### config.mk
export PLATFORM = sky130hd
export DESIGN_NAME = olst_cell
export DESIGN_NICKNAME = d
export VERILOG_FILES = /design/src/rtl/core/olst_pkg.sv /design/src/rtl/core/olst_cell.sv
export SDC_FILE = /design/constraint.sdc
export NUM_CORES = 1
export LEC_CHECK = 0
export BUFFER_PORTS_ARGS = -buffer_cell sky130_fd_sc_hd__buf_2
export CAP_MARGIN = 0
export CORE_MARGIN = 2
export CORE_UTILIZATION = 40
export CTS_CLUSTER_DIAMETER = 50
export DETAILED_ROUTE_END_ITERATION = 16
export PLACE_DENSITY = 0.78
export SETUP_SLACK_MARGIN = 0.02
export SYNTH_ARGS = -nofsm -noshare
export SYNTH_HDL_FRONTEND = slang
export SYNTH_SLANG_ARGS = --single-unit
### constraint.sdc
create_clock -name clk -period 3.55 [get_ports clk]
set_input_delay 0.1775 -clock clk [delete_from_list [all_inputs] [get_ports clk]]
set_output_delay 0.1775 -clock clk [all_outputs]
set_load 0.01 [all_outputs]
### src/rtl/core/olst_pkg.sv
`default_nettype none

package olst_pkg;

  // Word width is fixed by the payload format; depth is a top-level parameter.
  localparam int DATA_W    = 32;
  localparam int DEPTH_DEF = 64;

  // Operation codes carried in the mode field
  localparam logic [2:0] MODE_PUSH_FRONT  = 3'd0;
  localparam logic [2:0] MODE_PUSH_BACK   = 3'd1;
  localparam logic [2:0] MODE_READ_AT     = 3'd2;
  localparam logic [2:0] MODE_ERASE_AT    = 3'd3;
  localparam logic [2:0] MODE_ERASE_VALUE = 3'd4;
  localparam logic [2:0] MODE_FIND        = 3'd5;

  // Result status codes
  localparam logic [1:0] STAT_OK        = 2'd0;
  localparam logic [1:0] STAT_FULL      = 2'd1;
  localparam logic [1:0] STAT_BAD_INDEX = 2'd2;
  localparam logic [1:0] STAT_NOT_FOUND = 2'd3;

  typedef struct packed {
    logic [2:0]               mode;
    logic signed [DATA_W-1:0] value;
    logic [5:0]               index;
  } olst_in_t;

  typedef struct packed {
    logic [1:0]               status;
    logic signed [DATA_W-1:0] read_data;
    logic [5:0]               position;
    logic [6:0]               count;
  } olst_out_t;

  // What every cell does in a given cycle
  typedef enum logic [2:0] {
    CELL_HOLD,
    CELL_PUSH_FRONT,
    CELL_APPEND,
    CELL_ERASE,
    CELL_MATCH
  } olst_cell_op_t;

  typedef struct packed {
    olst_cell_op_t     op;
    logic [DATA_W-1:0] key;
  } olst_cell_ctl_t;

  typedef struct packed {
    logic done;
    logic found;
  } olst_scan_t;

  typedef enum logic [2:0] {
    ST_IDLE,
    ST_EXEC,
    ST_LOAD,
    ST_SCAN,
    ST_WIN,
    ST_ERASE
  } olst_state_t;

  // Lowest set bit of an 8-bit group
  function automatic logic [2:0] first_set8(input logic [7:0] v);
    logic [2:0] p;
    p = 3'd0;
    for (int i = 7; i >= 0; i--) begin
      if (v[i]) begin
        p = 3'(i);
      end
    end
    return p;
  endfunction

endpackage

`default_nettype wire

### src/rtl/core/olst_cell.sv
`default_nettype none

module olst_cell #(
  parameter int IDX = 0,
  parameter int CW  = 7
) (
  input  wire                          clk,
  input  olst_pkg::olst_cell_ctl_t     ctl,
  input  wire [CW-1:0]                 cmp_at,
  input  wire [olst_pkg::DATA_W-1:0]   lower_i,
  input  wire [olst_pkg::DATA_W-1:0]   upper_i,
  output logic [olst_pkg::DATA_W-1:0]  data_o,
  output logic                         match_o
);
  import olst_pkg::*;

  logic [DATA_W-1:0] data_r, data_nxt;
  logic              match_r, match_nxt;

  always_comb begin
    data_nxt  = data_r;
    match_nxt = match_r;
    unique case (ctl.op)
      CELL_HOLD: ;
      CELL_PUSH_FRONT: data_nxt = lower_i;
      CELL_APPEND: begin
        if (CW'(IDX) == cmp_at) begin
          data_nxt = ctl.key;
        end
      end
      CELL_ERASE: begin
        // entries at and above the hole close up
        if (CW'(IDX) >= cmp_at) begin
          data_nxt = upper_i;
        end
      end
      CELL_MATCH: match_nxt = (data_r == ctl.key) && (CW'(IDX) < cmp_at);
      default: ;
    endcase
  end

  always_ff @(posedge clk) begin
    data_r  <= data_nxt;
    match_r <= match_nxt;
  end

  assign data_o  = data_r;
  assign match_o = match_r;

endmodule

`default_nettype wire

==> metrics <==
status completed; # H-tree levels 2; Max IR drop VDD 203 uV; post-CTS setup buffers 0; Synth top cells by count edfxtp_1, mux2i_1, nand2_1; Synthesized Nets 296; drt total wl 5330 um; largest net degree at the start of global routing 65; # DRC 0; worst slew pin tran 1.01 ns; Final period util 54.4%; Post-Route Skew 0.00392 ns; count of cell types in the netlist 18; top post-synthesis cells by area edfxtp_1, mux2i_1, xor2_1; clock sink count 33; Post-CTS Resized 0; clock latency on the worst-skew pair 0.28 ns; FF-to-FF setup slack 2.01 ns; Placer Congestion 0.756; worst setup path category primary input to flip-flop; most common flop cell mapped by yosys edfxtp_1; fin crit period 1.93 ns; per-cell routed wire length 13.5 um; # nets final 432; Iter 0 DRT Violations 84; yosys warns 0; TritonCTS clock tree done; Worst Path Arrival 1.83 ns; # hold bufs at CTS 0; Yosys top cell area share 48.2%; Worst Hold Class primary input to flip-flop; Rows 26; syn_area_per_cell 10.9 um^2; max frequency 0.518 GHz; worst setup margin 1.62 ns; layout cells sized above 1 45.8%; final hold violation count 0; number of port buffers 139; vias in the first global route 1,627; R2R Path Start data_o[31]$_DFFE_PP_; synthesized instance count 189; leakage 1.37 nW; Die ar. 5730 um^2; Die X 75.7 um; crit path capture data_o[11]$_DFFE_PP_; IO Count 140; final setup vio count 0; via count 1,872; Num CTS Buffers 5; RSZ-0062 raised after global routing false; pwr dens 322 nW/um^2; Detail Route Antenna Nets 0; DR pass1 iterations 4; drt via density 4.74; crit start category primary input; setup slack after placement 1.28 ns; DP HPWL 4160 um; crit path capture type flip-flop; Initial Util 40.7%; post-synthesis register bit count 33; Max Cap Viol 0; Root Buffer Master clkbuf_8; core region area 5040 um^2; Cell Chain, Critical Path buf_2 -> or4_4 -> nor4_4 -> mux2i_1 -> nor2_4; async set-reset flop share out of synthesis 0%; Critical R2R Capture match_o$_DFFE_PN_; Synth area leader edfxtp_1; CP max stage delay 0.71 ns; Final Util 57.0%; Max Slew Vio Count 0; synthesized area 2050 um^2; global-route wire length before repair 7360 um; filler cell count 459; CTS clk-pin slew, worst paths 0.06 ns; Antenna diodes 0; CP required 3.45 ns; Syn-to-layout area delta 40.0%; CP max FO 32; GRT overflow 0; CP max-delay cell nor2_4; GRT Total Usage 17.7%; reg2reg path depth 4; Die H 75.7 um; setup TNS 0 ns; relative slew slack 32.6%; Setup crit start cmp_at[4]; Max clock buf depth 2; initial antenna violation count 0; sequential fraction of the synthesis area 48.2%; number of synthesized flops with an enable pin 33
==> metrics by stage <==
step | hold slack, ns | area [um^2] | instances | power [mW]
final | 0.171 | 2880 | 395 | 0.928
after global routing | 0.178 | 2880 | 395 | 0.979
after CTS | 0.165 | 2880 | 395 | 0.942
after detailed placement | 0.456 | 2800 | 388 | 0.681
after global placement | 0.455 | 2800 | 388 | 0.674
after floorplan | 0.365 | 2050 | 189 | 0.576
==> flip-flops by register name (all words and copies together), names as in the netlist <==
signal	count
match_o	1
data_o	32
==> routing by layer <==
| layer | share of wire (%) | global-route usage [%] |
|---|---|---|
| met4 | 1.1 | 5.26 |
| met5 | 0 | 0 |
| met1 | 41 | 20.5 |
| met3 | 6.2 | 4.76 |
| met2 | 52 | 31.9 |
==> final cells by class <==
cell class	count	area [um^2]	share of cell area, %
Clock buffer	6	72.6	2.52
Multi-Input combinational cell	145	1020	35.4
Clock inverter	1	3.75	0.130
Sequential cell	33	991	34.4
Timing Repair Buffer	140	703	24.4
Tap cell	70	87.6	3.04
==> kinds of logic after synthesis <==
kind of cell,synth area share (%)
AND/OR/NAND/NOR,11.6
AO/OA/AOI/OAI,7.80
flip-flops,48.2
multiplexers,16.1
buffers and inverters,2.68
XOR/XNOR,13.6
==> placed cells by master, fill, tap and decap left out <==
cell      synthesis  routed
buf_2             2     139
buf_4             3       1
clkbuf_1          6       1
clkbuf_8          0       5
clkinv_1          0       1
edfxtp_1         33      33
mux2i_1          33      33
nand2_1          32      32
nand2b_2          0       1
nand3_1           1       1
nand4_1           2       2
nor2_4            0       1
nor3b_1           1       1
nor4_1            8       8
nor4_4            1       1
o21ai_0          31      31
o21ai_1           1       1
or4_4             1       1
xnor2_1           4       4
xor2_1           28      28
==> critical path, delay by kind of cell <==
kind | cells | cell delay (ns)
buffers and inverters | 1 | 0.10
multiplexers | 1 | 0.15
AND/OR/NAND/NOR | 3 | 1.40
==> how the worst min path moves through the flow <==
stage                                       to  slack [ns]         from  cells after the start
after global routing      data_o[10]$_DFFE_PP_        0.18  lower_i[10]                      3
after global placement     data_o[6]$_DFFE_PP_        0.46   lower_i[6]                      3
after detailed placement  data_o[25]$_DFFE_PP_        0.46  lower_i[25]                      3
final                     data_o[16]$_DFFE_PP_        0.17  lower_i[16]                      3
after floorplan            data_o[0]$_DFFE_PP_        0.36   lower_i[0]                      2
after CTS                 data_o[16]$_DFFE_PP_        0.17  lower_i[16]                      3
==> report_power, final <==
part           leakage [nW]  switching, mW  internal (mW)
clock                0.0387          0.125          0.132
combinational          1.03          0.101          0.100
sequential            0.299         0.0127          0.456
(Power assumes the default switching activity.)
