$ cat src/rtl/core/olst_pkg.sv
`default_nettype none

package olst_pkg;

  // Word width is fixed by the payload format; depth is a top-level parameter.
  localparam int DATA_W    = 32;
  localparam int DEPTH_DEF = 64;

  // Operation codes carried in the mode field
  localparam logic [2:0] MODE_PUSH_FRONT  = 3'd0;
  localparam logic [2:0] MODE_PUSH_BACK   = 3'd1;
  localparam logic [2:0] MODE_READ_AT     = 3'd2;
  localparam logic [2:0] MODE_ERASE_AT    = 3'd3;
  localparam logic [2:0] MODE_ERASE_VALUE = 3'd4;
  localparam logic [2:0] MODE_FIND        = 3'd5;

  // Result status codes
  localparam logic [1:0] STAT_OK        = 2'd0;
  localparam logic [1:0] STAT_FULL      = 2'd1;
  localparam logic [1:0] STAT_BAD_INDEX = 2'd2;
  localparam logic [1:0] STAT_NOT_FOUND = 2'd3;

  typedef struct packed {
    logic [2:0]               mode;
    logic signed [DATA_W-1:0] value;
    logic [5:0]               index;
  } olst_in_t;

  typedef struct packed {
    logic [1:0]               status;
    logic signed [DATA_W-1:0] read_data;
    logic [5:0]               position;
    logic [6:0]               count;
  } olst_out_t;

  // What every cell does in a given cycle
  typedef enum logic [2:0] {
    CELL_HOLD,
    CELL_PUSH_FRONT,
    CELL_APPEND,
    CELL_ERASE,
    CELL_MATCH
  } olst_cell_op_t;

  typedef struct packed {
    olst_cell_op_t     op;
    logic [DATA_W-1:0] key;
  } olst_cell_ctl_t;

  typedef struct packed {
    logic done;
    logic found;
  } olst_scan_t;

  typedef enum logic [2:0] {
    ST_IDLE,
    ST_EXEC,
    ST_LOAD,
    ST_SCAN,
    ST_WIN,
    ST_ERASE
  } olst_state_t;

  // Lowest set bit of an 8-bit group
  function automatic logic [2:0] first_set8(input logic [7:0] v);
    logic [2:0] p;
    p = 3'd0;
    for (int i = 7; i >= 0; i--) begin
      if (v[i]) begin
        p = 3'(i);
      end
    end
    return p;
  endfunction

endpackage

`default_nettype wire

$ cat src/rtl/core/olst_scan.sv
`default_nettype none

module olst_scan #(
  parameter int DEPTH = 64,
  parameter int PW    = 6
) (
  input  wire                    clk,
  input  wire                    rst_n,
  input  wire                    go,
  input  wire [DEPTH-1:0]        match_i,
  output olst_pkg::olst_scan_t   res,
  output logic [PW-1:0]          pos_o
);
  import olst_pkg::*;

  localparam int NG = (DEPTH + 7) / 8;
  localparam int VW = NG * 8;
  localparam int GW = (NG > 1) ? $clog2(NG) : 1;

  logic [VW-1:0] vec_r, vec_nxt;
  logic [GW-1:0] grp_r, grp_nxt;
  logic          active_r, active_nxt;
  logic [7:0]    low;
  logic          hit, last;
  logic [GW+2:0] pos_full;

  // match vector moves down one group of eight per cycle
  assign low  = vec_r[7:0];
  assign hit  = |low;
  assign last = (grp_r == GW'(NG - 1));

  assign res.done  = active_r && (hit || last);
  assign res.found = active_r && hit;

  assign pos_full = {grp_r, first_set8(low)};
  assign pos_o    = pos_full[PW-1:0];

  always_comb begin
    vec_nxt    = vec_r;
    grp_nxt    = grp_r;
    active_nxt = active_r;
    if (go) begin
      vec_nxt    = VW'(match_i);
      grp_nxt    = '0;
      active_nxt = 1'b1;
    end else if (res.done) begin
      active_nxt = 1'b0;
    end else if (active_r) begin
      vec_nxt = vec_r >> 8;
      grp_nxt = grp_r + GW'(1);
    end
  end

  always_ff @(posedge clk) begin
    if (!rst_n) begin
      active_r <= 1'b0;
    end else begin
      active_r <= active_nxt;
    end
  end

  always_ff @(posedge clk) begin
    vec_r <= vec_nxt;
    grp_r <= grp_nxt;
  end

endmodule

`default_nettype wire

$ cat config.mk
export PLATFORM = sky130hd
export DESIGN_NAME = olst_scan
export DESIGN_NICKNAME = d
export VERILOG_FILES = /design/src/rtl/core/olst_pkg.sv /design/src/rtl/core/olst_scan.sv
export SDC_FILE = /design/constraint.sdc
export NUM_CORES = 1
export LEC_CHECK = 0
export BUFFER_PORTS_ARGS = -buffer_cell sky130_fd_sc_hd__buf_2
export CORE_MARGIN = 3
export CORE_UTILIZATION = 40
export CTS_BUF_LIST = sky130_fd_sc_hd__clkbuf_2
export DETAILED_ROUTE_END_ITERATION = 6
export PLACE_DENSITY = 0.66
export SLEW_MARGIN = 10
export SYNTH_ARGS = -nofsm -noshare
export SYNTH_HDL_FRONTEND = slang
export SYNTH_SLANG_ARGS = --single-unit
$ cat constraint.sdc
create_clock -name clk -period 5.55 [get_ports clk]
set_input_delay 1.11 -clock clk [delete_from_list [all_inputs] [get_ports clk]]
set_output_delay 1.11 -clock clk [all_outputs]
set_load 0.02 [all_outputs]
==> summary.md <==
| Metric | Value |
|---|---|
| Status | `finished, final reports clean` |
| Post-cts repair resize count | `0` |
| Main combinational cell family by area after synthesis | `multiplexers` |
| Post-synth EDFFs | `64` |
| Post-synthesis mux area share | `21.5%` |
| Crit Path Class | `reg2out` |
| Simple-Gate Fraction of Synth Area | `6.90%` |
| Area occupied by multi-input gates | `896 µm²` |
| Clock slew at reported path FFs | `0.17 ns` |
| Max Slew Vio Count | `0` |
| CP peak stage delay | `0.47 ns` |
| Port bufs | `74` |
| Combinational power share | `10.1%` |
| Via count | `1643` |
| Site Rows | `30` |
| Register area | `2000 µm²` |
| Worst-case clock buffer depth | `2` |
| Slowest cell on crit path | `edfxtp_1` |
| First-pass GRT wire length | `8210 µm` |
| Antenna Cells | `0` |
| Worst Path Required | `4.44 ns` |
| Sequential share of power | `65.9%` |
| Share of layout cells above drive strength 1 | `59.6%` |
| Worst-path cell chain | `nor4_4 > nand2_1 > o21a_1 > buf_2` |
| Internal Power | `0.722 mW` |
| RSZ-0062 raised after global routing | `false` |
| Layout fillers | `608` |
| Synth area leader | `edfxtp_1` |
| Die Height | `91.7 µm` |
| Final #Nets | `319` |
| Post-synthesis compound-gate area fraction | `1.19%` |
| Syn Inst Count | `170` |
| Worst-skew pair later-pin latency | `0.48 ns` |
| Cts bufs inserted | `9` |
| Synth top area share | `65.4%` |
| Layout Skew | `0.0182 ns` |
| CP Max Fanout | `3` |
| Area growth syn-to-layout | `18.9%` |
| Max-cap violations | `0` |
| Total track usage | `12.9%` |
| Synth cell count leaders | `edfxtp_1 (64), mux2_2 (56), and2_1 (10)` |
| Actual slew at the worst max-slew pin | `0.841 ns` |
| Synth area leaders | `edfxtp_1 (65%), mux2_2 (21%), dfxtp_1 (2.7%)` |
| Syn Area/Cell | `17.3 µm²` |
| RePlAce Congestion | `0.661` |
| Count of cell types in the netlist | `21` |
| Total negative slack | `0 ns` |
| Power share of the clock group | `24.0%` |
| Startpoint Class | `register` |
| Final Non-Filler Cells | `351` |
| CTS Hold Bufs | `0` |
| Die area | `8410 µm²` |
| I/O pin count | `75` |
| Most used DFF post-synth | `edfxtp_1` |
| Final core utilization | `50.3%` |
| Register area share after synthesis | `68.1%` |
| CTS HTree Levels | `3` |
| Synth Warn # | `0` |
| Final setup fails | `0` |
| Asr flop ratio synth | `0%` |
| PwrDens | `267 nW/µm²` |
| Final routed DRC violation total | `0` |
| Post-DP HPWL | `3190 µm` |
| CTS Sinks | `68` |
| Lkg Pwr | `1.40 nW` |
| Overflow after GRT | `0` |
| Largest net degree at the start of global routing | `66` |
| Slew headroom | `44.0%` |
| WL final | `5000 µm` |
| Crit path DAT | `1.79 ns` |
| Number of global-route vias before repair | `1691` |
| Final Hold Viols | `0` |
| Final ANT Viol Nets | `0` |
| Root Driver | `clkbuf_2` |
| VDD IR max | `0.173 mV` |
| F_max | `0.344 GHz` |
| Wire length per cell | `14.2 µm` |
| Synthesized Nets | `239` |
| Core Footprint | `6940 µm²` |
| Vias/cell | `4.68` |
| TritonRoute pass-1 iters | `4` |
| Dpl cells | `335` |
| Most numerous cell in the Yosys netlist | `edfxtp_1` |
| Switching portion of total power | `22.7%` |
| CTS tree | `built` |
| Min Tclk post-route | `2.90 ns` |
| HP Class | `reg2reg` |
| Synthesized area | `2940 µm²` |
| Initial Utilization | `42.3%` |
| CP Capture Type | `output pin` |
| Setup repair bufs after CTS | `0` |
| Switch Pwr | `0.212 mW` |
| Initial antenna violation count | `0` |
| 1st-iter DRT viols | `86` |
| Yosys reg bits | `68` |
| Xor/xnor cell area share of the yosys netlist | `0%` |
| Post-Synth Adder-Cell Area | `0.851%` |
| Fin crit share | `52.3%` |
| Die width | `91.7 µm` |
==> power by group through the flow <==
stage	Combinational, mW	Sequential, mW	Clock (mW)
6_report	0.0947	0.615	0.224
3_5_place_dp	0.0954	0.628	0
2_1_floorplan	0.0608	0.625	0
5_1_grt	0.106	0.619	0.262
4_1_cts	0.0961	0.616	0.240
3_3_place_gp	0.0930	0.626	0
==> layout by cell type (no fill, tap or decap), types with 2 or more instances in the layout <==
| cell type | instances |
|---|---|
| a21oi_1 | 2 |
| and2_1 | 10 |
| buf_2 | 74 |
| buf_4 | 2 |
| clkbuf_2 | 13 |
| clkinv_2 | 2 |
| dfxtp_1 | 4 |
| edfxtp_1 | 64 |
| ha_1 | 2 |
| inv_1 | 3 |
| mux2_2 | 56 |
| nand2_1 | 4 |
| nand3_1 | 3 |
| nor3_1 | 3 |
| nor4_4 | 2 |
| o21ai_1 | 2 |
==> per-layer routing <==
layer	wire length (µm)	part of all wire (%)	track usage, %	vias up
met4	83	1.7	4.83	0
met3	516	10	7.30	8
li1	-	-	-	809
met2	2280	46	19.2	66
met5	0	0	0	-
met1	2120	42	15.6	760
==> flip-flops by register name (all words and copies together), names as in the netlist <==
signal	count
grp_r	3
vec_r	64
active_r	1
==> per-stage QoR <==
stage	instance area [µm²]	setup WS [ns]	hold slack (ns)	power, mW
floorplan	2940	2.35	0.525	0.686
global placement	3410	3.04	0.463	0.719
detailed placement	3410	3.04	0.490	0.723
CTS	3490	2.55	0.512	0.952
global route	3490	2.45	0.544	0.987
finish	3490	2.65	0.507	0.933
==> final timing paths <==
path	start	endpoint	slack [ns]	cells after the start
max reg2reg	vec_r[7]	vec_r[23]	3.34	4
min	grp_r[1]	grp_r[1]	0.51	2
max	vec_r[7]	res[1]	2.65	4
min reg2reg	grp_r[1]	grp_r[1]	0.51	2
==> logic make-up after synthesis <==
kind of cell,Yosys count
buffers and inverters,10
flip-flops,68
AO/OA/AOI/OAI,6
AND/OR/NAND/NOR,28
adder cells (fa/ha/maj),2
multiplexers,56
==> cell type report <==
| type | count | area share (%) |
|---|---|---|
| Clock buffer | 13 | 1.86 |
| Clock inverter | 3 | 0.394 |
| Inverter | 3 | 0.322 |
| Multi-Input combinational cell | 92 | 25.6 |
| Sequential cell | 68 | 57.3 |
| Tap cell | 96 | 3.44 |
| Timing Repair Buffer | 76 | 11.0 |
==> worst max-delay path: cells and delay by family, from the launching register on <==
family                 cells  cell delay [ns]
AO/OA/AOI/OAI              1             0.18
AND/OR/NAND/NOR            2             0.53
flip-flops                 1             0.47
buffers and inverters      1             0.15
(Power assumes the default switching activity.)
